==> config.mk <==
export PLATFORM = sky130hd
export DESIGN_NAME = nmte_result
export DESIGN_NICKNAME = d
export VERILOG_FILES = /design/src/design/nmte_pkg.sv /design/src/design/nmte_result.sv
export SDC_FILE = /design/constraint.sdc
export NUM_CORES = 1
export LEC_CHECK = 0
export BUFFER_PORTS_ARGS = -buffer_cell sky130_fd_sc_hd__buf_2
export CAP_MARGIN = 30
export CORE_UTILIZATION = 56
export CTS_CLUSTER_DIAMETER = 150
export DETAILED_ROUTE_END_ITERATION = 12
export PLACE_DENSITY = 0.88
export SETUP_SLACK_MARGIN = 0.05
export SYNTH_ARGS = -nofsm -noshare
export SYNTH_HDL_FRONTEND = slang
export SYNTH_SLANG_ARGS = --single-unit
==> constraint.sdc <==
create_clock -name clock -period 6.6 [get_ports clock]
set_input_delay 0 -clock clock [delete_from_list [all_inputs] [get_ports clock]]
set_output_delay 0 -clock clock [all_outputs]
set_load 0.01 [all_outputs]
==> src/design/nmte_pkg.sv <==
// Package for the neighbor max traversal end filter.
// Holds register indexes, reset values and the control structs shared between the modules.
// Depends on nothing.
`default_nettype none

package nmte_pkg;

   // Configuration port geometry.
   localparam int CSR_INDEX_BITS = 2;
   localparam int CSR_DATA_BITS  = 16;

   // Field widths of the configuration registers.
   localparam int INC_BITS   = 16;
   localparam int CELLS_BITS = 11;
   localparam int LINES_BITS = 16;

   // Reset values of the configuration registers.
   localparam logic [INC_BITS-1:0]   BORDER_INC_RESET = 16'd180;
   localparam logic [CELLS_BITS-1:0] CELLS_RESET      = 11'd1024;
   localparam logic [LINES_BITS-1:0] LINES_RESET      = 16'd1024;

   // Register indexes on the configuration port.
   typedef enum logic [CSR_INDEX_BITS-1:0] {
      CSR_BORDER_INCREMENT = 2'd0,
      CSR_CELLS_PER_LINE   = 2'd1,
      CSR_LINE_COUNT       = 2'd2
   } csr_index_type;

   // One configuration write as seen by the blocks that hold registers.
   typedef struct packed {
      logic                     valid;
      logic [CSR_INDEX_BITS-1:0] index;
      logic [CSR_DATA_BITS-1:0]  data;
   } csr_write_type;

   // Position of the cell whose result is produced, relative to the frame edges.
   typedef struct packed {
      logic top;
      logic bottom;
      logic left;
      logic right;
      logic last;
   } pos_flags_type;

endpackage

`default_nettype wire

==> src/design/nmte_result.sv <==
// Border rule and result register of the traversal end filter.
// Uses nmte_pkg for the increment width.
`default_nettype none

module nmte_result #(
   parameter int TIME_BITS = 32
) (
   input  wire logic                          clock,
   input  wire logic                          reset,
   input  wire logic                          advance,
   input  wire logic [nmte_pkg::INC_BITS-1:0] border_inc,
   input  wire logic                          s3_valid,
   input  wire logic                          s3_last,
   input  wire logic                          s3_never,
   input  wire logic [TIME_BITS-1:0]          s3_own,
   input  wire logic [TIME_BITS-1:0]          s3_best,
   output logic                               out_valid,
   output logic                               out_last,
   output logic                               out_never,
   output logic [TIME_BITS-1:0]               out_time
);
   import nmte_pkg::*;

   logic [TIME_BITS:0]   sum;
   logic [TIME_BITS-1:0] bordered;
   logic [TIME_BITS-1:0] end_time;
   logic                 valid_ff;
   logic                 last_ff;
   logic                 never_ff;
   logic [TIME_BITS-1:0] time_ff;

   // Own time plus the increment, held at the top of the range on overflow.
   assign sum      = (TIME_BITS+1)'(s3_own) + (TIME_BITS+1)'(border_inc);
   assign bordered = sum[TIME_BITS] ? '1 : sum[TIME_BITS-1:0];

   always_comb begin
      if (s3_never) begin
         end_time = s3_own;
      end else if (s3_best <= s3_own) begin
         end_time = bordered;
      end else begin
         end_time = s3_best;
      end
   end

   always_ff @(posedge clock) begin
      if (advance && s3_valid) begin
         last_ff  <= s3_last;
         never_ff <= s3_never;
         time_ff  <= end_time;
      end
   end

   always_ff @(posedge clock) begin
      if (reset) begin
         valid_ff <= 1'b0;
      end else if (advance) begin
         valid_ff <= s3_valid;
      end
   end

   assign out_valid = valid_ff;
   assign out_last  = last_ff;
   assign out_never = never_ff;
   assign out_time  = time_ff;

endmodule

`default_nettype wire

# Word-level counts from Yosys, hierarchy flattened
# Cells that the tools add are included.
# word_totals
n_memories	0
register_bits	35
ram_bits	0
word_cells	10
latch_bits	0
rom_bits	0
out_inout_bits	35
inputBits	86
# op_classes
n_shift	0
n_eq_ne	0
muxes	3
n_div	0
n_lt_le_gt_ge	1
add_sub_neg	1
reduce_logical	1
bitwise	0
n_mul	0
# op_table
cell	n
32-bit two-way mux	3
32-bit by 16-bit adder with 33-bit output	1
32-bit less-or-equal comparator	1
1-bit logical AND	1

# Depth between registers and ports, before layout
# depth
depth_word	4
mapped_depth	11

# Least setup slack after synthesis
# Ideal clock, no wire load.
# synth_timing
kind	input port to flip-flop
from	in border_inc[0] (netlist name)
to	reg time_ff[27] (netlist: out_time[27]), data pin
setup_ns	0.273
n_path_buf	0
path_slack_ns	4.060
arrival_time_ns	2.267
path_stages	10
required_time_ns	6.327
path_cell_list	ha_1 > fa_1 > a21o_1 > a221oi_2 > o41a_1 > a211oi_4 > nand4_4 > nand3_2 > nor4b_1 > a2111oi_2
# synth_via
elab_chain_cells	4
# synth_lines
item	line_no	rtl
start, declared	nmte_result.sv:11	input wire logic [nmte_pkg::INC_BITS-1:0] border_inc,
32-bit by 16-bit adder with 33-bit output	nmte_result.sv:33	assign sum = (TIME_BITS+1)'(s3_own) + (TIME_BITS+1)'(border_inc);
32-bit two-way mux	nmte_result.sv:34	assign bordered = sum[TIME_BITS] ? '1 : sum[TIME_BITS-1:0];
32-bit two-way mux	nmte_result.sv:39	end else if (s3_best <= s3_own) begin
32-bit two-way mux	nmte_result.sv:37	if (s3_never) begin
named net end_time[27]	nmte_result.sv:26	logic [TIME_BITS-1:0] end_time;
end signal, assigned	nmte_result.sv:50	time_ff <= end_time;
end, declared	nmte_result.sv:30	logic [TIME_BITS-1:0] time_ff;
# The timed path passes the listed nets, and every way through them passes these cells.
# A chain may end at the register's enable or synchronous reset.

# Final worst setup path
# layout_timing
from	in s3_own[11]
to	reg time_ff[19] (netlist: out_time[19]), data pin
# layout_via
elab_chain_cells	4
elab_cells_between_ends	5
classes_between	add/sub (1); order compare (1); mux (3)
# layout_lines
item	line_no	rtl
start, declared	nmte_result.sv:15	input wire logic [TIME_BITS-1:0] s3_own,
32-bit by 16-bit adder with 33-bit output	nmte_result.sv:33	
32-bit two-way mux	nmte_result.sv:34	
32-bit two-way mux *	nmte_result.sv:39	
32-bit two-way mux *	nmte_result.sv:37	
named net end_time[19]	nmte_result.sv:26	
# The timed path passes the listed nets; every way through them passes the cells marked *.

==> results.md <==
- Status: completed
- Max stage delay cell, worst path: o32ai_4
- Worst Setup SP: s3_own[11]
- HPWL Detailed: between 7000 and 8000 um
- Worst R2R End: out_valid$_SDFFE_PP0P_
- Syn Std Cell Area: between 3000 and 4000 um2
- Num ports: 121
- Worst min path class: in2reg
- Worst hold path cell count: 4
- Final wirelength: ~10000 um
- Area taken by multi-input logic gates: ~2300 um2
- Initial antenna violation count: 0
- Critical path class: in2reg
- Final hold violation count: 0
- Peak supply drop: ~96 uV
- Largest net degree at the start of global routing: 36
- Crit end category: flop
- Post-synthesis net count: 538
- Residual DRC: 0
- Initial DRC count: roughly 240
- Reg2reg start: out_valid$_SDFFE_PP0P_
- Max incr delay on CP: around 0.62 ns
- Hold slack: between 0.009 and 0.01 ns
- Slew HR: 0.4094
- Hold Crit Start: advance
- Static Leak: about 1.9 nW
- Top_reg_cell synth: edfxtp_1
- Post-synth EDFFs: 34
- Peak Freq: around 330 MHz
- Area leader, netlist: edfxtp_1
- Die area: between 6000 and 7000 um2
- Commonest cells post-synth: 48 x ha_1, 43 x inv_1, 38 x a21oi_1, 34 x edfxtp_1, 31 x nand2_1
- Count leader, synth: ha_1
- Ys async rst share: 0
- H-tree lvl count: 2
- Cts bufs inserted: 5
- Antenna-violating nets left: 0
- Synth Register Bits: 35
- DIE WIDTH: 81.35 um
- Clk buf depth: 2
- Yosys cell types: 60
- Total track usage: 0.3002
- R2R setup slack: ~6.0 ns
- Port Buffers: 120
- CTS tree: done
- Chip height: 81.35 um
- Final setup TNS: 0 ns
- Detailed-route via count: between 3000 and 4000
- Slew Limit Fails: 0
- Row count: 28
- Worst path required time: 6.71 ns
- Proportion of layout cells with a drive suffix above 1: 0.2701
- Tcrit/Tclk final: 0.4599
- WP data arrival: ~3.1 ns
- Vias in the first global route: about 3500
- Drt first pass iters: 5
- Tightest Pin Transition: around 0.88 ns
- Synth top area share: 0.2896
- Clock latency on the worst-skew pair: 0.29 ns
- Via density: approximately 6.3
- CP max FO: 24
- Final Power: 0.7031 mW
- Setup crit end: out_time[19]$_DFFE_PP_
- Net count, final: 656
- Cells taking the most area after synthesis: edfxtp_1 29%, ha_1 17%, a21oi_1 5.4%, inv_1 4.6%, o21ai_0 4.0%
- Synth-to-Final Area Change: 21.29%
- First-pass GRT wire length: between 15000 and 20000 um
- Sequential-to-total area share from yosys stat: 0.2952
- Worst-path clk slew: 0.08 ns
- Mapped Cells: slightly above 400
- Crit path launch type: input pin
- GRT Residual Overflow: 0
- Max-cap violations: 0
- Initial cell density of the core: 0.5886
- Final setup violation count: 0
- Clk sinks: 35
- # fillers: ~500
- Register area: around 1000 um2
- PD cells: 164.4 nW/um2
- Synth Warn #: 0
- Post-CTS Setup Inserts: 0
- Final cell count without fillers: 597
- Tmin final: between 3 and 4 ns
- Post-Place Cells: 587
- Avg Inst Size Synth: ~8.7 um2
- Final Wtd Congestion: between 0.9 and 1
- Root Driver: clkbuf_8
- CP cell instances: buf_2 > inv_1 > ha_1 > nand4_1 > or4_1 > o32ai_4 > buf_4 > nand2b_1 > nor2_1 > a311oi_2
- RSZ-0062 raised after global routing: no
- Avg WL per Cell: 16.62 um
- Reg2Reg Depth: 2
- Antenna cells: 0
- Clock Skew: 0 ns
- Core area: around 6000 um2
-- layout make-up --
cell class / count / area share
Clock buffer: 7 / 0.01785
Inverter: 43 / 0.03774
Sequential cell: 35 / 0.2434
Multi-Input combinational cell: 312 / 0.5293
Clock inverter: 1 / 0.001170
Tap cell: 75 / 0.02194
Timing Repair Buffer: 124 / 0.1486
-- state kept, by name, summed over array words and instances, names as in the netlist --
| signal | cells |
|---|---|
| out_last | 1 |
| out_never | 1 |
| out_valid | 1 |
| out_time | 32 |
-- worst min-delay path by stage --
stage	to	slack, ns
after global routing	out_time[8]$_DFFE_PP_	0.05
final	out_valid$_SDFFE_PP0P_	0.009
after CTS	out_valid$_SDFFE_PP0P_	0.01
after floorplan	out_valid$_SDFFE_PP0P_	0.07
after global placement	out_valid$_SDFFE_PP0P_	0.16
after detailed placement	out_valid$_SDFFE_PP0P_	0.16
-- metrics by stage --
stage,util,worst slack [ns],instance area [um2]
after floorplan,-,4.060,3526
after global placement,0.6970,3.424,4175
after detailed placement,0.6970,3.365,4175
after CTS,0.7139,3.677,4277
after global routing,0.7139,3.358,4277
final,0.7139,3.565,4277
-- per-layer routing --
layer	global-route usage	wire length [um]	vias to the layer above	share of wire
met1	0.3794	4095	1723	0.41
met4	0.09643	204	0	0.021
met2	0.5275	4774	213	0.48
met3	0.03371	848	24	0.085
li1	-	-	1772	-
met5	0	0	-	0
-- power breakdown --
group	total [mW]	switching, mW	internal (mW)
Sequential	0.273	0.00472	0.269
Clock	0.155	0.0809	0.0742
Combinational	0.275	0.163	0.112
-- worst max-delay path, delay by kind of cell --
family / cells / cell delay, ns
simple gates: 4 / 1.35
fa+ha+maj: 1 / 0.32
compound gates: 2 / 0.92
buf+inv: 3 / 0.53
-- logic make-up after synthesis --
family / count (synthesis) / synth area share
AOI/OAI and AO/OA: 143 / 0.2832
xor gates and xnor gates: 13 / 0.03229
adders and majority gates: 49 / 0.1760
buffers and inverters: 56 / 0.06281
DFF: 35 / 0.2952
muxes: 1 / 0.002839
and+or+nand+nor: 106 / 0.1476
-- timing repair --
item	CTS	global route
hold buffers	2	0
resized for setup	0	0
hold endpoints to repair	2	0
-- placed cells by master, fill, tap and decap left out, types with 3 or more instances in the layout --
cell,synthesis,final
a211oi_1,4,4
a21o_1,7,7
a21oi_1,38,38
a221oi_1,3,3
a31oi_1,4,4
buf_2,3,120
clkbuf_8,0,5
edfxtp_1,34,34
ha_1,48,48
inv_1,43,43
nand2_1,31,31
nand3_1,9,9
nand4_1,14,14
nor2_1,30,30
nor2b_1,3,3
nor3_1,4,4
o211ai_1,8,8
o21a_1,3,3
o21ai_0,28,28
o221ai_1,9,9
o22ai_1,10,10
xnor2_1,7,7
xor2_1,6,6
No activity file was read; power rests on OpenSTA's default activity.
