[src/design/nmte_pkg.sv]
// Package for the neighbor max traversal end filter.
// Holds register indexes, reset values and the control structs shared between the modules.
// Depends on nothing.
`default_nettype none

package nmte_pkg;

   // Configuration port geometry.
   localparam int CSR_INDEX_BITS = 2;
   localparam int CSR_DATA_BITS  = 16;

   // Field widths of the configuration registers.
   localparam int INC_BITS   = 16;
   localparam int CELLS_BITS = 11;
   localparam int LINES_BITS = 16;

   // Reset values of the configuration registers.
   localparam logic [INC_BITS-1:0]   BORDER_INC_RESET = 16'd180;
   localparam logic [CELLS_BITS-1:0] CELLS_RESET      = 11'd1024;
   localparam logic [LINES_BITS-1:0] LINES_RESET      = 16'd1024;

   // Register indexes on the configuration port.
   typedef enum logic [CSR_INDEX_BITS-1:0] {
      CSR_BORDER_INCREMENT = 2'd0,
      CSR_CELLS_PER_LINE   = 2'd1,
      CSR_LINE_COUNT       = 2'd2
   } csr_index_type;

   // One configuration write as seen by the blocks that hold registers.
   typedef struct packed {
      logic                     valid;
      logic [CSR_INDEX_BITS-1:0] index;
      logic [CSR_DATA_BITS-1:0]  data;
   } csr_write_type;

   // Position of the cell whose result is produced, relative to the frame edges.
   typedef struct packed {
      logic top;
      logic bottom;
      logic left;
      logic right;
      logic last;
   } pos_flags_type;

endpackage

`default_nettype wire

[src/design/nmte_frame_ctrl.sv]
// Frame position tracking for the traversal end filter: geometry registers,
// input column, fill count and output position. Uses nmte_pkg.
`default_nettype none

module nmte_frame_ctrl #(
   parameter int MAX_LINE = 1024
) (
   input  wire logic                          clock,
   input  wire logic                          reset,
   input  wire nmte_pkg::csr_write_type        csr_write,
   input  wire logic                          accept,
   input  wire logic                          drain,
   output logic                               drop,
   output logic                               emit,
   output logic [$clog2(MAX_LINE)-1:0]        column,
   output nmte_pkg::pos_flags_type             flags
);
   import nmte_pkg::*;

   localparam int CB = $clog2(MAX_LINE);
   localparam int WB = $clog2(MAX_LINE + 1);
   localparam int HB = $clog2(MAX_LINE + 3);
   localparam int PB = WB + LINES_BITS;
   localparam int XB = (WB > CELLS_BITS) ? WB : CELLS_BITS;
   localparam int RESET_W = (int'(CELLS_RESET) > MAX_LINE) ? MAX_LINE : int'(CELLS_RESET);
   localparam int RESET_PRODUCT = RESET_W * int'(LINES_RESET);

   // Width of a line as the datapath sees it: zero counts as one, wide is clipped.
   function automatic logic [WB-1:0] eff_width(input logic [CELLS_BITS-1:0] cells);
      logic [XB-1:0] wide;
      wide = XB'(cells);
      if (cells == '0) begin
         return WB'(1);
      end else if (wide > XB'(MAX_LINE)) begin
         return WB'(MAX_LINE);
      end
      return wide[WB-1:0];
   endfunction

   function automatic logic [LINES_BITS-1:0] eff_lines(input logic [LINES_BITS-1:0] lines);
      return (lines == '0) ? LINES_BITS'(1) : lines;
   endfunction

   logic [CELLS_BITS-1:0] cells_ff, cells_in;
   logic [LINES_BITS-1:0] lines_ff, lines_in;
   logic [PB-1:0]         product_ff, product_in;
   logic [CB-1:0]         in_col_ff, in_col_in;
   logic [HB-1:0]         held_ff, held_in;
   logic [CB-1:0]         out_col_ff, out_col_in;
   logic [LINES_BITS-1:0] out_line_ff, out_line_in;
   logic [PB-1:0]         out_count_ff, out_count_in;

   logic [WB-1:0]         width;
   logic [LINES_BITS-1:0] lines;
   logic [WB:0]           in_col_inc;
   logic [WB:0]           out_col_inc;
   logic [LINES_BITS:0]   out_line_inc;
   logic [PB:0]           out_count_inc;
   logic [HB-1:0]         held_inc;
   logic                  in_wrap;

   // Geometry registers; the frame size product follows the next values.
   always_comb begin
      cells_in = cells_ff;
      lines_in = lines_ff;
      if (csr_write.valid && csr_write.index == CSR_CELLS_PER_LINE) begin
         cells_in = csr_write.data[CELLS_BITS-1:0];
      end
      if (csr_write.valid && csr_write.index == CSR_LINE_COUNT) begin
         lines_in = csr_write.data[LINES_BITS-1:0];
      end
      product_in = PB'(eff_width(cells_in)) * PB'(eff_lines(lines_in));
   end

   assign width = eff_width(cells_ff);
   assign lines = eff_lines(lines_ff);

   // Position tests for the incoming beat and for the result it may release.
   assign in_col_inc    = (WB+1)'(in_col_ff) + (WB+1)'(1);
   assign in_wrap       = in_col_inc >= (WB+1)'(width);
   assign held_inc      = held_ff + HB'(1);
   assign out_col_inc   = (WB+1)'(out_col_ff) + (WB+1)'(1);
   assign out_line_inc  = (LINES_BITS+1)'(out_line_ff) + (LINES_BITS+1)'(1);
   assign out_count_inc = (PB+1)'(out_count_ff) + (PB+1)'(1);

   assign drop   = drain && (held_ff == '0);
   assign emit   = held_inc >= (HB'(width) + HB'(2));
   assign column = in_col_ff;

   assign flags.top    = (out_line_ff == '0);
   assign flags.bottom = out_line_inc >= (LINES_BITS+1)'(lines);
   assign flags.left   = (out_col_ff == '0);
   assign flags.right  = out_col_inc >= (WB+1)'(width);
   assign flags.last   = out_count_inc >= (PB+1)'(product_ff);

   // Counter updates for one accepted beat that enters the line stores.
   always_comb begin
      in_col_in    = in_col_ff;
      held_in      = held_ff;
      out_col_in   = out_col_ff;
      out_line_in  = out_line_ff;
      out_count_in = out_count_ff;
      if (accept && !drop) begin
         in_col_in = in_wrap ? '0 : in_col_inc[CB-1:0];
         held_in   = held_inc;
         if (emit) begin
            held_in = HB'(width) + HB'(1);
            if (flags.last) begin
               out_count_in = '0;
               out_col_in   = '0;
               out_line_in  = '0;
               if (drain) begin
                  in_col_in = '0;
                  held_in   = '0;
               end
            end else begin
               out_count_in = out_count_inc[PB-1:0];
               if (flags.right) begin
                  out_col_in  = '0;
                  out_line_in = flags.bottom ? '0 : out_line_inc[LINES_BITS-1:0];
               end else begin
                  out_col_in = out_col_inc[CB-1:0];
               end
            end
         end
      end
   end

   always_ff @(posedge clock) begin
      if (reset) begin
         cells_ff     <= CELLS_RESET;
         lines_ff     <= LINES_RESET;
         product_ff   <= PB'(RESET_PRODUCT);
         in_col_ff    <= '0;
         held_ff      <= '0;
         out_col_ff   <= '0;
         out_line_ff  <= '0;
         out_count_ff <= '0;
      end else begin
         cells_ff     <= cells_in;
         lines_ff     <= lines_in;
         product_ff   <= product_in;
         in_col_ff    <= in_col_in;
         held_ff      <= held_in;
         out_col_ff   <= out_col_in;
         out_line_ff  <= out_line_in;
         out_count_ff <= out_count_in;
      end
   end

endmodule

`default_nettype wire

[config.mk]
export PLATFORM = sky130hd
export DESIGN_NAME = nmte_frame_ctrl
export DESIGN_NICKNAME = d
export VERILOG_FILES = /design/src/design/nmte_pkg.sv /design/src/design/nmte_frame_ctrl.sv
export SDC_FILE = /design/constraint.sdc
export NUM_CORES = 1
export LEC_CHECK = 0
export ABC_AREA = 1
export BUFFER_PORTS_ARGS = -buffer_cell sky130_fd_sc_hd__buf_2
export CAP_MARGIN = 30
export CORE_AREA = 3 3 175 177
export CTS_BUF_LIST = sky130_fd_sc_hd__clkbuf_4
export DETAILED_ROUTE_END_ITERATION = 12
export DIE_AREA = 0 0 178 180
export PLACE_DENSITY_LB_ADDON = 0.25
export SYNTH_ARGS = -nofsm -noshare
export SYNTH_HDL_FRONTEND = slang
export SYNTH_SLANG_ARGS = --single-unit
export TNS_END_PERCENT = 100
[constraint.sdc]
create_clock -name clock -period 7.9 [get_ports clock]
set_input_delay 1.185 -clock clock [delete_from_list [all_inputs] [get_ports clock]]
set_output_delay 1.185 -clock clock [all_outputs]
set_load 0.005 [all_outputs]
# ---- Word level (Yosys, flattened, before mapping)
# Cells that the tools add are included.
dict set report op_classes {
  addsub 7
  n_eq_ne 2
  n_reduce_logical 15
  multipliers 1
  n_mux 27
  order_cmp 7
}
# cell count
set op_table {}
lappend op_table {{$mux 11} 10}
lappend op_table {{$mux 16} 6}
lappend op_table {{$mux 10} 6}
lappend op_table {{$logic_not 16->1} 3}
lappend op_table {{$ge 11x11->1} 3}
lappend op_table {{$logic_not 11->1} 3}
lappend op_table {{$add 27x1->28 const B} 1}
lappend op_table {{$ge 28x27->1} 1}
lappend op_table {{$mul 11x16->27} 1}
lappend op_table {{$mux 27} 1}
lappend op_table {{$add 10x1->11 const B} 2}
lappend op_table {{$add 11x1->11 const B} 2}
lappend op_table {{$gt 11x11->1 const B} 2}
lappend op_table {{$add 16x1->17 const B} 1}
lappend op_table {{$ge 17x16->1} 1}
lappend op_table {{$add 11x2->11 const B} 1}
lappend op_table {{$logic_not 10->1} 1}
lappend op_table {{$logic_and 1x1->1} 4}
lappend op_table {{$mux 1} 4}
lappend op_table {{$reduce_and 3->1} 1}
lappend op_table {{$eq 2x1->1 const B} 1}
lappend op_table {{$eq 2x2->1 const B} 1}
lappend op_table {{$reduce_and 2->1} 1}
lappend op_table {{$reduce_bool 2->1} 1}
lappend op_table {{$logic_not 1->1} 1}
dict set report totals {
  output_inout_bits 17
  register_bits 128
  wordCells 67
}

# ---- Longest topological paths before layout
dict set report logic_depth {
  word_depth 9
  ltp_mapped 36
}

# ---- Worst setup path before layout
# No wires, ideal clock.
dict set report synth_timing {
  kind {input to register}
  from {input port csr_write[17] in the netlist's numbering}
  to {register product_ff[22]}
  setup_ns 0.113
  n_path_buf 2
  arrival_time_ns 6.537
  required_time_ns 7.787
  stages 30
  slack_ns 1.250
  path_cell_list {nand3b_4 > clkbuf_8 > o21a_4 > nor4_4 > nand2_2 > nand2_4 > nand3_2 > inv_2 > buf_6 > nand2_1 > fa_1 > fa_1 > inv_1 > ha_1 > fa_1 > inv_1 > fa_1 > inv_1 > ha_1 > nand2_1 > o21ai_0 > a21oi_1 > o21ai_0 > nand2_1 > nand2_1 > nand2_1 > nand2_1 > nand2_1 > nand2_1 > nor2_1}
}
dict set report synth_between {
  elab_chain_cells 8
  elab_cells_between_ends 15
}
# element line_no
set synth_lines {}
lappend synth_lines {{start: declaration} nmte_frame_ctrl.sv:10} ;# input wire nmte_pkg::csr_write_type csr_write,
lappend synth_lines {{$eq 2x1->1} nmte_frame_ctrl.sv:66} ;# if (csr_write.valid && csr_write.index == CSR_CELLS_PER_LINE) begin
lappend synth_lines {{$logic_and 1x1->1} nmte_frame_ctrl.sv:66}
lappend synth_lines {{$mux 11} nmte_frame_ctrl.sv:66}
lappend synth_lines {{$gt 11x11->1} nmte_frame_ctrl.sv:34} ;# end else if (wide > XB'(MAX_LINE)) begin
lappend synth_lines {{$mux 1} nmte_frame_ctrl.sv:34}
lappend synth_lines {{$mux 1} nmte_frame_ctrl.sv:32} ;# if (cells == '0) begin
lappend synth_lines {{$mux 11} nmte_frame_ctrl.sv:37} ;# return wide[WB-1:0];
lappend synth_lines {{$mul 11x16->27 *} nmte_frame_ctrl.sv:72} ;# product_in = PB'(eff_width(cells_in)) * PB'(eff_lines(lines_in));
lappend synth_lines {{end signal: assignment} nmte_frame_ctrl.sv:133} ;# product_ff <= PB'(RESET_PRODUCT);
lappend synth_lines {{end signal: assignment} nmte_frame_ctrl.sv:142} ;# product_ff <= product_in;
lappend synth_lines {{end: declaration} nmte_frame_ctrl.sv:46} ;# logic [PB-1:0] product_ff, product_in;
# Mark *: on every way between the ends. The rest lies on a longest branch, timed or not.
# A chain may end at the register's enable or synchronous reset.

# ---- Worst setup path in the final report
dict set report layout_timing {
  from {input port csr_write[17] in the netlist's numbering}
  to {register product_ff[14]}
}
# Same word-level chain as after synthesis.

==> impl_metrics.py <==
metrics = {
    "clocking": {
        "clock_latency_ps": 580,
        "cts_tree": "yes",
        "clkTransAtPathRegs_ps": 140,
        "cts_resized": 0,
        "cts_hold_buf": 0,
        "cts_inserted_buffers": 17,
        "clockRootBuffer": "clkbuf_4",
        "cts_setup_buffers": 0,
        "cts-htree-levels": 4,
        "cts_buffer_depth": 2,
        "clkSinkCount": 128,
    },
    "floorplanning": {
        "initial_core_util_pct": 49.4,
        "dieArea_um2": 32000,
        "rows": 63,
        "die_h_um": 180,
        "dieWidth_um": 178,
        "coreArea_um2": 29400,
        "io_pins": 40,
    },
    "cells_and_area": {
        "fin_util_pct": 52.4,
        "drive_gt1_share_pct": 6.54,
        "fill_cells": 2921,
        "nNetsFinal": 2399,
        "area_growth_pct": 6.10,
    },
    "placement": {
        "io_buffers": 39,
        "dp_hpwl_mm": 30.3,
        "gp_congestion": 0.953,
    },
    "hold_path": {
        "min_path_type": "reg2reg",
        "holdPathEnd": "column[7]",
        "whs_path_depth": 2,
        "min_from": "column[7]",
    },
    "pwr": {
        "irDropWorstVdd_mv": 0.0683,
        "power.leakage_nw": 7.68,
        "p_per_area_nw_per_um2": 114,
    },
    "grt": {
        "antenna_found_initial": 1,
        "grtUsageMet3_pct": 3.38,
        "grt_pass1_vias": 13200,
        "use_met1_pct": 32.6,
        "grt_pass1_wl_mm": 64.1,
        "gr-total-overflow": 0,
        "use_met2_pct": 40.7,
        "grt-busiest-layer": "met2",
        "grt_max_degree": 82,
        "grt_usage_pct": 24.6,
    },
    "route": {
        "via_per_inst": 5.27,
        "drt-pass1-iter-count": 6,
        "drtAntennaViolNets": 0,
        "drc_errors": 0,
        "vias": 13200,
        "drt_wl_total_mm": 37.8,
        "drtIter0Drc": 1012,
        "routedWlPerCell_um": 15.1,
    },
    "logic_synthesis": {
        "synth_top_family_by_area": "adder cells",
        "postSynth.asyncResetShare_pct": 0,
        "synth-adder-area-share_pct": 30.2,
        "synth_area_um2": 14500,
        "synth_nets": 2367,
        "synthCells": 2068,
        "ys_seq_area_share_pct": 17.6,
        "synth-simple-area-share_pct": 25.7,
        "synth_edf_count": 0,
        "yosysWarningCount": 0,
        "syn_area_per_cell_um2": 7.02,
        "synth_seq_cells": 128,
        "synth.mux.area_fraction_pct": 0,
        "synth_compound_area_share_pct": 10.2,
        "synth_top_flop_cell": "dfxtp_1",
        "synth_cell_types": 52,
        "synth_xor_area_share_pct": 3.86,
    },
    "run_status": {
        "status": "finished clean",
    },
    "job": {
        "drv_cap": 0,
    },
    "critical_path": {
        "cp_slowest_cell": "fa_1",
        "timing.rr.start": "cells_ff[3]",
        "critPathTopFamily": "adder cells",
        "r2r_slack_ps": 1410,
        "cp.required_ps": 8380,
        "cpMostUsedCell": "nand2_1",
        "arrival_ps": 7740,
        "crit_path_max_fanout": 22,
        "start_kind": "primary input",
        "path_class": "in2reg",
        "r2r_end": "product_ff[14]",
        "cpPeakStageDelay_ps": 530,
        "reg2reg_depth": 29,
        "crit_path_end_kind": "flip-flop",
        "crit_start": "csr_write[17]",
        "crit_buf_inv": 6,
    },
    "sta": {
        "setup_viol": 0,
        "min_period_over_period_pct": 92.0,
        "tightest_slew_ps": 953,
        "slew_violations": 0,
        "hold_violations": 0,
        "slew_headroom_pct": 36.5,
        "finClkSkew_ps": 35.5,
        "fin_crit_ps": 7270,
        "timing.fmax_mhz": 138,
        "rsz0062_at_grt": "false",
        "fin_tns_setup_ps": 0,
    },
}
worst max path at each step:
stage	slack [ps]	to	cells past startpoint
6_report	630	product_ff[14]	29
5_1_grt	200	product_ff[22]	32
4_1_cts	780	product_ff[14]	29
3_5_place_dp	150	product_ff[22]	32
3_3_place_gp	280	product_ff[22]	32
2_1_floorplan	1250	product_ff[22]	30
placed cells by master (no fill, tap or decap), types with 48 or more instances in the layout:
cell	instances
nand2_1	436
inv_1	380
nor2_1	278
a21oi_1	154
ha_1	151
dfxtp_1	128
fa_1	125
o21ai_0	72
nand3_1	63
xor2_1	48
cells by family (layout without fill, tap and decap cells):
logic type | Yosys count | in the layout
and+or+nand+nor | 883 | 883
AOI/OAI and AO/OA | 273 | 273
buffers and inverters | 444 | 487
adders and majority gates | 276 | 276
other | 0 | 1
xor gates and xnor gates | 64 | 64
DFF | 128 | 128
per-stage QoR:
stage / hold slack [ps] / total power, W / instance area, um^2 / setup WS, ps / instances
4_1_cts: 496 / 0.00177 / 15400 / 780 / 2501
2_1_floorplan: 458 / 0.00110 / 14500 / 1250 / 2068
3_5_place_dp: 476 / 0.00125 / 15100 / 148 / 2471
5_1_grt: 533 / 0.00188 / 15400 / 198 / 2502
6_report: 489 / 0.00176 / 15400 / 634 / 2502
3_3_place_gp: 469 / 0.00124 / 15100 / 285 / 2471
power by group:
part	internal, W	leakage [nW]	switching (W)
sequential	0.000675	1.04	0.0000206
clock	0.000248	0.158	0.000274
combinational	0.000182	6.48	0.000359
state kept, by name (all words and copies together) (netlist names):
register and flops:
out_line_ff 16, product_ff 27, cells_ff 11, held_ff 11, lines_ff 16, column 10
out_col_ff 10, out_count_ff 27
area by class of cell:
cell class	count	area [um^2]	share of cell area, %
inverters	392	1490	9.64
clock buffers	17	128	0.828
clock inverters	13	186	1.21
diodes	1	2.50	0.0162
multi-input cells	1496	10200	66.0
repair buffers	65	390	2.53
flip-flops and latches	128	2560	16.6
well taps	390	488	3.17
cells in the mapped netlist, types with 16 or more instances:
master    count  area share, %
inv_1       381            9.8
o21a_1       17           0.88
o21ai_0      72            2.5
a21oi_1     154            5.3
ha_1        151             13
nand2_1     436             11
xnor2_1      16           0.96
dfxtp_1     128             18
xor2_1       48            2.9
clkbuf_1     25           0.65
nand3_1      63            2.2
nor3_1       21           0.72
nand4_1      42            1.8
fa_1        125             17
nor2_1      278            7.2
metal layers:
metal  routed length [um]  part of all wire (%)
met1                17000                    45
met2                17500                    46
met3                 2030                   5.4
met4                 1300                   3.4
met5                    0                     0
worst reg2reg max path, delay by kind of cell (launching register included):
family          cells  cell delay, ps
compound gates      6            1350
fa+ha+maj           6            2770
buf+inv             6             710
flops               1             360
simple gates       11            1200
No activity file was read; power rests on OpenSTA's default activity.
