$ cat config.mk
export PLATFORM = sky130hd
export DESIGN_NAME = nmte_window
export DESIGN_NICKNAME = d
export VERILOG_FILES = /design/src/design/nmte_pkg.sv /design/src/design/nmte_window.sv
export SDC_FILE = /design/constraint.sdc
export NUM_CORES = 1
export LEC_CHECK = 0
export BUFFER_PORTS_ARGS = -buffer_cell sky130_fd_sc_hd__buf_2
export CELL_PAD_IN_SITES_DETAIL_PLACEMENT = 1
export CELL_PAD_IN_SITES_GLOBAL_PLACEMENT = 2
export CORE_ASPECT_RATIO = 1.2
export CORE_UTILIZATION = 36
export DETAILED_ROUTE_END_ITERATION = 10
export PLACE_DENSITY = 0.74
export RECOVER_POWER = 25
export SYNTH_ARGS = -nofsm -noshare
export SYNTH_HDL_FRONTEND = slang
export SYNTH_SLANG_ARGS = --single-unit
$ cat constraint.sdc
create_clock -name clock -period 9.03 [get_ports clock]
set_input_delay 0.903 -clock clock [delete_from_list [all_inputs] [get_ports clock]]
set_output_delay 0.903 -clock clock [all_outputs]
set_load 0.05 [all_outputs]
$ cat src/design/nmte_pkg.sv
// Package for the neighbor max traversal end filter.
// Holds register indexes, reset values and the control structs shared between the modules.
// Depends on nothing.
`default_nettype none

package nmte_pkg;

   // Configuration port geometry.
   localparam int CSR_INDEX_BITS = 2;
   localparam int CSR_DATA_BITS  = 16;

   // Field widths of the configuration registers.
   localparam int INC_BITS   = 16;
   localparam int CELLS_BITS = 11;
   localparam int LINES_BITS = 16;

   // Reset values of the configuration registers.
   localparam logic [INC_BITS-1:0]   BORDER_INC_RESET = 16'd180;
   localparam logic [CELLS_BITS-1:0] CELLS_RESET      = 11'd1024;
   localparam logic [LINES_BITS-1:0] LINES_RESET      = 16'd1024;

   // Register indexes on the configuration port.
   typedef enum logic [CSR_INDEX_BITS-1:0] {
      CSR_BORDER_INCREMENT = 2'd0,
      CSR_CELLS_PER_LINE   = 2'd1,
      CSR_LINE_COUNT       = 2'd2
   } csr_index_type;

   // One configuration write as seen by the blocks that hold registers.
   typedef struct packed {
      logic                     valid;
      logic [CSR_INDEX_BITS-1:0] index;
      logic [CSR_DATA_BITS-1:0]  data;
   } csr_write_type;

   // Position of the cell whose result is produced, relative to the frame edges.
   typedef struct packed {
      logic top;
      logic bottom;
      logic left;
      logic right;
      logic last;
   } pos_flags_type;

endpackage

`default_nettype wire

$ cat src/design/nmte_window.sv
// 3x3 window of the traversal end filter and the neighbor maximum stage.
// Uses nmte_pkg for the position flags.
`default_nettype none

module nmte_window #(
   parameter int TIME_BITS = 32
) (
   input  wire logic                    clock,
   input  wire logic                    reset,
   input  wire logic                    advance,
   input  wire logic                    s1_valid,
   input  wire logic                    s1_emit,
   input  wire nmte_pkg::pos_flags_type  s1_flags,
   input  wire logic [TIME_BITS:0]      s1_above,
   input  wire logic [TIME_BITS:0]      s1_mid,
   input  wire logic [TIME_BITS:0]      s1_cell,
   output logic                         s3_valid,
   output logic                         s3_last,
   output logic                         s3_never,
   output logic [TIME_BITS-1:0]         s3_own,
   output logic [TIME_BITS-1:0]         s3_best
);
   import nmte_pkg::*;

   localparam int C = TIME_BITS + 1;

   logic [C-1:0]         win_ff [9];
   logic                 s2_valid_ff;
   pos_flags_type        s2_flags_ff;
   logic [TIME_BITS-1:0] masked [9];
   logic [TIME_BITS-1:0] lvl1 [4];
   logic [TIME_BITS-1:0] lvl2 [2];
   logic [TIME_BITS-1:0] best;
   logic                 s3_valid_ff;
   logic                 s3_last_ff;
   logic                 s3_never_ff;
   logic [TIME_BITS-1:0] s3_own_ff;
   logic [TIME_BITS-1:0] s3_best_ff;

   // Window shifts left by one column for every beat out of the line stores.
   always_ff @(posedge clock) begin
      if (reset) begin
         for (int i = 0; i < 9; i++) begin
            win_ff[i] <= '0;
         end
      end else if (advance && s1_valid) begin
         for (int r = 0; r < 3; r++) begin
            win_ff[r*3]   <= win_ff[r*3+1];
            win_ff[r*3+1] <= win_ff[r*3+2];
         end
         win_ff[2] <= s1_above;
         win_ff[5] <= s1_mid;
         win_ff[8] <= s1_cell;
      end
   end

   always_ff @(posedge clock) begin
      if (advance) begin
         s2_flags_ff <= s1_flags;
      end
   end

   // Neighbors off the grid or never ignited count as zero; the center is left out.
   always_comb begin
      for (int i = 0; i < 9; i++) begin
         masked[i] = win_ff[i][TIME_BITS-1:0];
         if (win_ff[i][TIME_BITS] || i == 4 ||
             (i < 3 && s2_flags_ff.top) || (i > 5 && s2_flags_ff.bottom) ||
             (i % 3 == 0 && s2_flags_ff.left) || (i % 3 == 2 && s2_flags_ff.right)) begin
            masked[i] = '0;
         end
      end
   end

   // Maximum over the eight neighbors as a three-level compare tree.
   always_comb begin
      lvl1[0] = (masked[0] > masked[1]) ? masked[0] : masked[1];
      lvl1[1] = (masked[2] > masked[3]) ? masked[2] : masked[3];
      lvl1[2] = (masked[5] > masked[6]) ? masked[5] : masked[6];
      lvl1[3] = (masked[7] > masked[8]) ? masked[7] : masked[8];
      lvl2[0] = (lvl1[0] > lvl1[1]) ? lvl1[0] : lvl1[1];
      lvl2[1] = (lvl1[2] > lvl1[3]) ? lvl1[2] : lvl1[3];
      best    = (lvl2[0] > lvl2[1]) ? lvl2[0] : lvl2[1];
   end

   always_ff @(posedge clock) begin
      if (advance) begin
         s3_last_ff  <= s2_flags_ff.last;
         s3_never_ff <= win_ff[4][TIME_BITS];
         s3_own_ff   <= win_ff[4][TIME_BITS-1:0];
         s3_best_ff  <= best;
      end
   end

   always_ff @(posedge clock) begin
      if (reset) begin
         s2_valid_ff <= 1'b0;
         s3_valid_ff <= 1'b0;
      end else if (advance) begin
         s2_valid_ff <= s1_valid && s1_emit;
         s3_valid_ff <= s2_valid_ff;
      end
   end

   assign s3_valid = s3_valid_ff;
   assign s3_last  = s3_last_ff;
   assign s3_never = s3_never_ff;
   assign s3_own   = s3_own_ff;
   assign s3_best  = s3_best_ff;

endmodule

`default_nettype wire

# Word level (Yosys, flattened, before mapping)
# Memories as Yosys holds them, arrays and structs flattened.
# Index checks and enable logic that the tools add are counted.
[word_totals]
output_inout_bits = 67
n_memories = 1
wordCells = 71
in_bits = 109
mem_bits_rw = 297
regBits = 73
[classes]
bitwise = 9
n_lt_le_gt_ge = 7
mux = 29
n_reduce_logical = 14
[mem_list]
columns = ["name", "words", "word_bits", "read_ports", "rd_ports_with_merged_regs", "wr", "line", "source"]
rows = [
  ["win_ff", 9, 33, 9, 0, 9, "nmte_window.sv:27", "logic [C-1:0] win_ff [9];"],
]
[ops]
columns = ["op", "n"]
rows = [
  ["2-to-1 mux 32 bit", 15],
  ["2-to-1 mux 33 bit", 9],
  ["greater-than comparator 32 bit", 7],
  ["logical OR 1 bit", 12],
  ["bitwise OR 1 bit", 9],
  ["2-to-1 mux 1 bit", 5],
  ["logical AND 1 bit", 2],
]

# Logic depth before layout (Yosys ltp)
# Gate-level depths: netlist (run 1).
# An unclocked memory read counts as a cell.
[logic_depth]
depth_word = 10
depth_mapped = 37
ltp_nobuf = 33

# Worst setup path before layout (run 1)
# OpenSTA, ideal clock, no wires.
[synth_path]
kind = "flip-flop to flip-flop"
from = "register s2_flags_ff[1] in the netlist's numbering"
to = "register s3_best_ff[1], in the netlist s3_best[1] (data pin)"
n_path_buf = 6
required_ns = 8.765
path_stages_with_launch = 37
slack_ns = 0.309
synth_period_minus_slack_ns = 8.721
arrival_time_ns = 8.456
setup_ns = 0.265
path_cell_list = "edfxtp_1 -> nor3_1 -> clkbuf_1 -> buf_1 -> nand2_1 -> ha_1 -> a21oi_1 -> nand2_1 -> a221o_1 -> o31a_1 -> o21ai_2 -> clkbuf_1 -> clkbuf_1 -> a31oi_1 -> ha_1 -> and3_1 -> a221oi_1 -> o21ai_0 -> a221o_1 -> a2111oi_0 -> and3_1 -> a211oi_2 -> o211ai_4 -> clkbuf_1 -> o21ai_0 -> ha_1 -> a2111oi_0 -> o21ai_0 -> o21ai_0 -> o21ai_0 -> a2111oi_0 -> o221ai_1 -> o21ai_1 -> clkbuf_1 -> inv_1 -> nand2_1 -> o21ai_0"
[synth_via]
elab_chain_cells = 8
elab_cells_between_ends = 18
classes_between = "order compare (6); mux (9); reduce/logical (3)"
[synth_rtl]
columns = ["item", "line", "source"]
rows = [
  ["start, declared", "nmte_window.sv:29", "pos_flags_type s2_flags_ff;"],
  ["start signal, assigned", "nmte_window.sv:59", "s2_flags_ff <= s1_flags;"],
  ["logical OR 1 bit", "nmte_window.sv:69", "(i % 3 == 0 && s2_flags_ff.left) || (i % 3 == 2 && s2_flags_ff.right)) begin"],
  ["2-to-1 mux 32 bit", "nmte_window.sv:67", "if (win_ff[i][TIME_BITS] || i == 4 ||"],
  ["greater-than comparator 32 bit (on tied branches)", "nmte_window.sv:78, nmte_window.sv:79, nmte_window.sv:80", ""],
  ["2-to-1 mux 32 bit (on tied branches)", "nmte_window.sv:78, nmte_window.sv:79, nmte_window.sv:80", ""],
  ["greater-than comparator 32 bit (on tied branches)", "nmte_window.sv:81, nmte_window.sv:82", ""],
  ["2-to-1 mux 32 bit (on tied branches)", "nmte_window.sv:81, nmte_window.sv:82", ""],
  ["greater-than comparator 32 bit", "nmte_window.sv:83", "best = (lvl2[0] > lvl2[1]) ? lvl2[0] : lvl2[1];"],
  ["2-to-1 mux 32 bit (*)", "nmte_window.sv:83", ""],
  ["named net best[1]", "nmte_window.sv:33", "logic [TIME_BITS-1:0] best;"],
  ["end signal, assigned", "nmte_window.sv:91", "s3_best_ff <= best;"],
  ["end, declared", "nmte_window.sv:38", "logic [TIME_BITS-1:0] s3_best_ff;"],
]
# The timed path passes the listed nets; every way through them passes the cells marked *.
# A chain may end at the register's enable or synchronous reset.

# Worst setup path after layout (run 1)
[layout_path]
from = "register s2_flags_ff[1] in the netlist's numbering"
to = "register s3_best_ff[30], in the netlist s3_best[30] (data pin)"
# Same word-level chain as after synthesis.

==> flow_summary.ini, run 1 <==
[sta]
final_setup_vio_count = 0
worst_clock_skew_ps = 20.9
worst_slew_margin_rel = -1.44
final.period_utilization = 0.970
tns_ps = 0
timing.final.crit_period_ps = 8760
max_slew_violation_total_from_the_final_report = 325
slew_at_the_pin_closest_to_its_max_slew_limit_ps = 3660
hold_violations = 0
fmax_mhz = 114

[place]
hpwlAfterDp_um = 61800
routabilityCongestion = 0.924
post_dp_cell_area_mm2 = 0.0259
portBuffers = 175

[critical_path]
worstSetupStartpointType = register
arrival_ps = 9080
worst_r2r_path_depth = 39
standard_cell_with_the_maximum_stage_delay_on_the_critical_path = sky130_fd_sc_hd__edfxtp_1
timing.reg2reg.setup_slack_ps = 270
path_max_fanout = 19
required_ps = 9360
capture_point_of_the_worst_reg_to_reg_path = s3_best[30]
slowest_delay_ps = 510
endpoint_kind = register
crit_top_cell = sky130_fd_sc_hd__buf_4
rr_startpoint = s2_flags_ff[1]
worstSetupPathType = register to register

[synth]
synthAdderAreaFrac = 0.126
synth_compound_area_frac = 0.112
synthFlopType = sky130_fd_sc_hd__edfxtp_1
synth_nets = 2464
synthesis.yosys.warnings = 0
synthSimpleGateAreaFrac = 0.212
synth-seq-cells = 370
post_synth_xor_area_fraction = 0.00113
synth.avg_cell_area_um2 = 10.4
postSynthCellCount = 2133
largest_family_of_logic_cells_by_synthesized_area = simple AND/OR/NAND/NOR gates
multiplexer_share_of_the_synthesized_area = 0.0164
ys_async_sr_fraction = 0
synth_area_mm2 = 0.0221
netlist-cell-type-count = 61
ys_seq_area_frac = 0.501
synth_enable_flop_cells = 368

[final_layout]
footprint_of_the_flip_flops_and_latches_mm2 = 0.0111
combined_area_of_the_multi_input_logic_cells_mm2 = 0.0107
post-route-cell-area_mm2 = 0.0279
fillerInstances = 6741
syn2layout_area_growth_pct = 25.9
num-nets-final = 2880
antenna_cells = 0
final_core_util = 0.458
drive_above_1_share = 0.228

[floorplanning]
rows = 99
ios = 176
fp.coreArea_mm2 = 0.0608
floorplan.initialDensity = 0.364
die-width_um = 228
die_h_um = 274
fp.dieArea_mm2 = 0.0625

[drt]
drt-total-wl_um = 78600
met3_wirelength_um = 2190
drtPass1Iterations = 5
route.detailed.wl_per_inst_um = 23.2
drc_errors = 0
dr_total_vias = 17900
detail_route.iter0.violations = 868
drt-vias-per-instance = 5.26
total_length_of_routed_met2_wires_um = 42000
detail_route.wirelength.met1_um = 30600
ant_nets = 0
routed.top_layer = met4

[clock_network]
clk_latency_ps = 600
cts_buffers = 42
cts-root-buf = sky130_fd_sc_hd__clkbuf_16
clkTransAtPathRegs_ps = 60
ctsHtreeMaxLevel = 2
tritoncts = built
clkSinkCount = 370
cts_max_path_buffers = 3
postCtsHoldBufs = 0

[grt]
globalRouteTotalUtil = 0.247
grt_antenna_before_repair = 2
grt-ovfl-total = 0
grt_pass1_vias = 18800
grt_max_degree = 165
grt_pass1_wl_um = 116000

[status]
outcome = finished, violations left
violations = capacitance limit, slew limit

[power_and_ir_drop]
power_density_mw_per_mm2 = 301
leakagePower_nw = 12.2
ir_drop_mv = 0.218

[worst_hold_path]
hold_start = s2_flags_ff[0]
holdPathEnd = s3_last
hold_path_stages = 0
hold_path.class = register to register

[flow_run]
maxCapViolations = 4
## cells in the mapped netlist, types with 3 or more instances
cell	number	area [µm²]
sky130_fd_sc_hd__nor2b_1	38	238
sky130_fd_sc_hd__a211o_1	3	26.3
sky130_fd_sc_hd__o21ai_1	4	20.0
sky130_fd_sc_hd__a211oi_1	13	97.6
sky130_fd_sc_hd__o22ai_1	30	188
sky130_fd_sc_hd__a21oi_1	137	686
sky130_fd_sc_hd__nor3_1	13	65.1
sky130_fd_sc_hd__buf_2	11	55.1
sky130_fd_sc_hd__a21o_1	9	67.6
sky130_fd_sc_hd__inv_1	72	270
sky130_fd_sc_hd__and4_1	4	35.0
sky130_fd_sc_hd__nor2_1	103	387
sky130_fd_sc_hd__a2111oi_0	4	35.0
sky130_fd_sc_hd__a31oi_1	59	369
sky130_fd_sc_hd__o221ai_1	3	26.3
sky130_fd_sc_hd__o21ai_0	103	515
sky130_fd_sc_hd__buf_1	6	22.5
sky130_fd_sc_hd__nand4_1	39	244
sky130_fd_sc_hd__nor4_1	9	56.3
sky130_fd_sc_hd__clkbuf_1	87	327
sky130_fd_sc_hd__or3_1	6	37.5
sky130_fd_sc_hd__and2_1	358	2240
sky130_fd_sc_hd__nand2_1	270	1010
sky130_fd_sc_hd__nand2b_1	5	31.3
sky130_fd_sc_hd__edfxtp_1	368	11100
sky130_fd_sc_hd__ha_1	222	2780
sky130_fd_sc_hd__and3_1	4	25.0
sky130_fd_sc_hd__o21a_1	10	75.1
sky130_fd_sc_hd__nand3_1	54	270
sky130_fd_sc_hd__o211ai_1	9	67.6
sky130_fd_sc_hd__a221oi_1	5	43.8
sky130_fd_sc_hd__a21boi_0	3	22.5
sky130_fd_sc_hd__mux2i_1	34	340
## layer usage
metal | global-route usage | vias up
met5 | 0 | -
met3 | 0.0286 | 148
met2 | 0.470 | 324
met1 | 0.271 | 8830
li1 | - | 8550
met4 | 0.116 | 0
## repair_timing
| action | 4_1_cts | 5_1_grt |
|---|---|---|
| endpoints found under the hold margin | 0 | 0 |
| resized for setup | 12 | 46 |
| cloned | 1 | 7 |
| setup buffers | 5 | 25 |
| setup endpoints to repair | 32 | 32 |
| pin swaps | 2 | 19 |
## layout make-up
class / count / share of cell area
clock buffer: 47 / 0.0384
inverter: 72 / 0.00970
timing repair buffer: 476 / 0.121
clock inverter: 31 / 0.0134
multi-input combinational: 1587 / 0.384
sequential: 370 / 0.398
tap: 808 / 0.0363
## metrics by stage
stage,total power (W),instances,setup slack (ps),hold WS (ps)
2_1_floorplan,0.00447,2133,309,400
3_3_place_gp,0.00627,3275,23.4,403
3_5_place_dp,0.00636,3275,-393,418
4_1_cts,0.00822,3359,5.14,432
5_1_grt,0.00882,3391,-99.0,437
6_report,0.00838,3391,272,428
## registers in the layout, summed over array words and instances (netlist names)
signal       count
s2_flags_ff      5
s3_own          32
s3_best         32
s3_never         1
s2_valid_ff      1
win_ff         297
s3_last          1
s3_valid         1
## cell families (layout without fill, tap and decap cells)
kind of cell	after synthesis	after routing
compound gates	416	419
xor+xnor	2	2
fa+ha+maj	222	222
buf+inv	179	626
flops	370	370
mux	36	36
simple gates	908	908
## worst max-delay path by stage
stage	endpoint	cells past startpoint	startpoint	slack, ps
2_1_floorplan	s3_best[1]	36	s2_flags_ff[1]	310
3_3_place_gp	s3_best[9]	37	s2_flags_ff[1]	20
3_5_place_dp	s3_best[9]	34	s2_flags_ff[2]	-390
4_1_cts	s3_best[9]	40	s2_flags_ff[1]	5
5_1_grt	s3_best[24]	42	s2_flags_ff[1]	-100
6_report	s3_best[30]	39	s2_flags_ff[1]	270
## cells in the final DEF (no fill, tap or decap), types with 10 or more instances in the layout
master	n
sky130_fd_sc_hd__a211oi_1	10
sky130_fd_sc_hd__a21oi_1	135
sky130_fd_sc_hd__a31oi_1	53
sky130_fd_sc_hd__and2_1	353
sky130_fd_sc_hd__buf_12	13
sky130_fd_sc_hd__buf_2	172
sky130_fd_sc_hd__buf_4	274
sky130_fd_sc_hd__clkbuf_1	12
sky130_fd_sc_hd__clkbuf_16	45
sky130_fd_sc_hd__edfxtp_1	368
sky130_fd_sc_hd__ha_1	222
sky130_fd_sc_hd__inv_1	72
sky130_fd_sc_hd__mux2i_1	33
sky130_fd_sc_hd__nand2_1	270
sky130_fd_sc_hd__nand3_1	53
sky130_fd_sc_hd__nand4_1	39
sky130_fd_sc_hd__nor2_1	99
sky130_fd_sc_hd__nor2b_1	38
sky130_fd_sc_hd__o21a_1	10
sky130_fd_sc_hd__o21ai_0	93
sky130_fd_sc_hd__o22ai_1	30
## worst max-delay path: cells and delay by family, from the launching register on
| kind | cells | cell delay, ps |
|---|---|---|
| fa+ha+maj | 3 | 790 |
| buf+inv | 9 | 1530 |
| simple gates | 10 | 2490 |
| flops | 1 | 510 |
| compound gates | 17 | 3120 |
## where the power goes
group / internal [W] / total (W) / switching (W)
registers: 0.00221 / 0.00234 / 0.000131
clock network: 0.00106 / 0.00182 / 0.000751
logic: 0.00182 / 0.00422 / 0.00239
(Power assumes the default switching activity.)
==> inputs of run 2 (changes only) <==
--- a/config.mk
+++ b/config.mk
@@ -9,7 +9,7 @@
 export CELL_PAD_IN_SITES_DETAIL_PLACEMENT = 1
 export CELL_PAD_IN_SITES_GLOBAL_PLACEMENT = 2
 export CORE_ASPECT_RATIO = 1.2
-export CORE_UTILIZATION = 36
+export CORE_UTILIZATION = 38
 export DETAILED_ROUTE_END_ITERATION = 10
 export PLACE_DENSITY = 0.74
 export RECOVER_POWER = 25
==> constraint.sdc (replaced) <==
create_clock -name clock -period 10.4 [get_ports clock]
set_input_delay 1.04 -clock clock [delete_from_list [all_inputs] [get_ports clock]]
set_output_delay 1.04 -clock clock [all_outputs]
set_load 0.05 [all_outputs]
==> flow_summary.ini, run 2 (synthesis results as in run 1) <==
[status]
outcome = finished, violations left
violations = capacitance limit, slew limit

[clock_network]
cts_buffers = 43
clkTransAtPathRegs_ps = 60
clkSinkCount = 370
clk_latency_ps = 590
postCtsHoldBufs = 0
ctsHtreeMaxLevel = 2
tritoncts = built
cts_max_path_buffers = 3
cts-root-buf = sky130_fd_sc_hd__clkbuf_16

[drt]
drt-vias-per-instance = 5.45
drt-total-wl_um = 73400
route.detailed.wl_per_inst_um = 23.9
drc_errors = 0
detail_route.iter0.violations = 909
ant_nets = 0
dr_total_vias = 16800
drtPass1Iterations = 5

[critical_path]
worstSetupStartpointType = register
slowest_delay_ps = 670
crit_top_cell = sky130_fd_sc_hd__o21ai_0
cp_top_family = compound AO/OA/AOI/OAI gates
worstSetupPathType = register to register
arrival_ps = 9860
standard_cell_with_the_maximum_stage_delay_on_the_critical_path = sky130_fd_sc_hd__nor3_2
worst-path-buf-inv = 4
required_ps = 10690
path_max_fanout = 33
endpoint_kind = register
timing.reg2reg.setup_slack_ps = 830

[place]
hpwlAfterDp_um = 57100
dp_worst_setup_slack_ps = 492
numPlacedInstances = 2992
post_dp_cell_area_mm2 = 0.0241
portBuffers = 175
routabilityCongestion = 0.923

[grt]
grt_pass1_vias = 18000
grt_pass1_wl_um = 110000
grt_antenna_before_repair = 0
grt_max_degree = 172
grt-ovfl-total = 0
globalRouteTotalUtil = 0.249

[floorplanning]
die_h_um = 266
ios = 176
rows = 96
fp.coreArea_mm2 = 0.0574
floorplan.initialDensity = 0.385
die-width_um = 222
fp.dieArea_mm2 = 0.0592

[final_layout]
post-route-cell-area_mm2 = 0.0256
layout.cells.most_common_list = sky130_fd_sc_hd__edfxtp_1, sky130_fd_sc_hd__and2_1, sky130_fd_sc_hd__nand2_1, sky130_fd_sc_hd__ha_1, sky130_fd_sc_hd__buf_2
registers.top_by_ff_count = win_ff
mostFrequentLayoutCell = sky130_fd_sc_hd__edfxtp_1
antenna_cells = 0
drive_above_1_share = 0.132
num-nets-final = 2638
syn2layout_area_growth_pct = 15.6
largest_reg_flops = 297
finish.cell_count_without_fillers = 3077

[power_and_ir_drop]
power_density_mw_per_mm2 = 251
p_comb_frac = 0.425
power_switching_share = 0.398
power.internal_w = 0.00386
design_power_total_w = 0.00641
clock_power_share = 0.256
total_switching_power_w = 0.00255
ir_drop_mv = 0.185
leakagePower_nw = 10.9
sequentialPowerShare = 0.319

[sta]
max_slew_violation_total_from_the_final_report = 235
fmax_mhz = 105
hold_violations = 0
slew_at_the_pin_closest_to_its_max_slew_limit_ps = 3880
rsz0062_at_grt = false
tns_ps = 0
worst_slew_margin_rel = -1.58
final_setup_vio_count = 0
setup_slack_ps = 831
final.period_utilization = 0.920
worst_clock_skew_ps = 18.3
timing.final.crit_period_ps = 9570

[flow_run]
maxCapViolations = 3

[worst_hold_path]
hold_path.class = register to register
## run 2: layer usage
layer | up-vias | routed length (µm) | share of wire | GRT usage
li1 | 8052 | - | - | -
met5 | - | 0 | 0 | 0
met3 | 123 | 1610 | 0.022 | 0.0268
met4 | 0 | 3250 | 0.044 | 0.112
met2 | 242 | 39000 | 0.53 | 0.469
met1 | 8368 | 29500 | 0.40 | 0.281
## run 2: path summary, 6_finish.rpt
| kind | end | depth (start not counted) | from |
|---|---|---|---|
| worst min-delay path | s3_last | 0 | s2_flags_ff[0] |
| worst min register to register | s3_last | 0 | s2_flags_ff[0] |
| worst max register to register | s3_best[31] | 33 | s2_flags_ff[4] |
| worst max-delay path | s3_best[31] | 33 | s2_flags_ff[4] |
## run 2: power by group through the flow
stage | registers, W | logic [W] | clock network [W]
after floorplan | 0.00227 | 0.00161 | 0
after global placement | 0.00208 | 0.00264 | 0
after detailed placement | 0.00207 | 0.00271 | 0
after CTS | 0.00205 | 0.00272 | 0.00168
after global routing | 0.00205 | 0.00300 | 0.00173
final | 0.00204 | 0.00273 | 0.00164
## run 2: area by class of cell
| type | count | area [µm²] |
|---|---|---|
| fill | 6353 | 31800 |
| clock buffer | 55 | 1160 |
| tap | 735 | 920 |
| clock inverter | 25 | 342 |
| inverter | 72 | 270 |
| timing repair buffer | 235 | 1350 |
| sequential | 370 | 11100 |
| multi-input combinational | 1585 | 10500 |
## run 2: worst reg2reg max path: cells and delay by family, from the launching register on
| kind | cells | cell delay, ps |
|---|---|---|
| simple gates | 3 | 1010 |
| compound gates | 22 | 5380 |
| fa+ha+maj | 3 | 820 |
| mux | 1 | 500 |
| buf+inv | 4 | 1020 |
| flops | 1 | 520 |
## run 2: what timing repair did
action                                  4_1_cts  5_1_grt
resized for setup                             0        3
endpoints found under the setup margin        0       31
buffers inserted                              0        4
## run 2: per-stage QoR
step,util,hold WS (ps)
2_1_floorplan,-,400
3_3_place_gp,0.419,406
3_5_place_dp,0.419,409
4_1_cts,0.445,424
5_1_grt,0.446,441
6_report,0.446,421
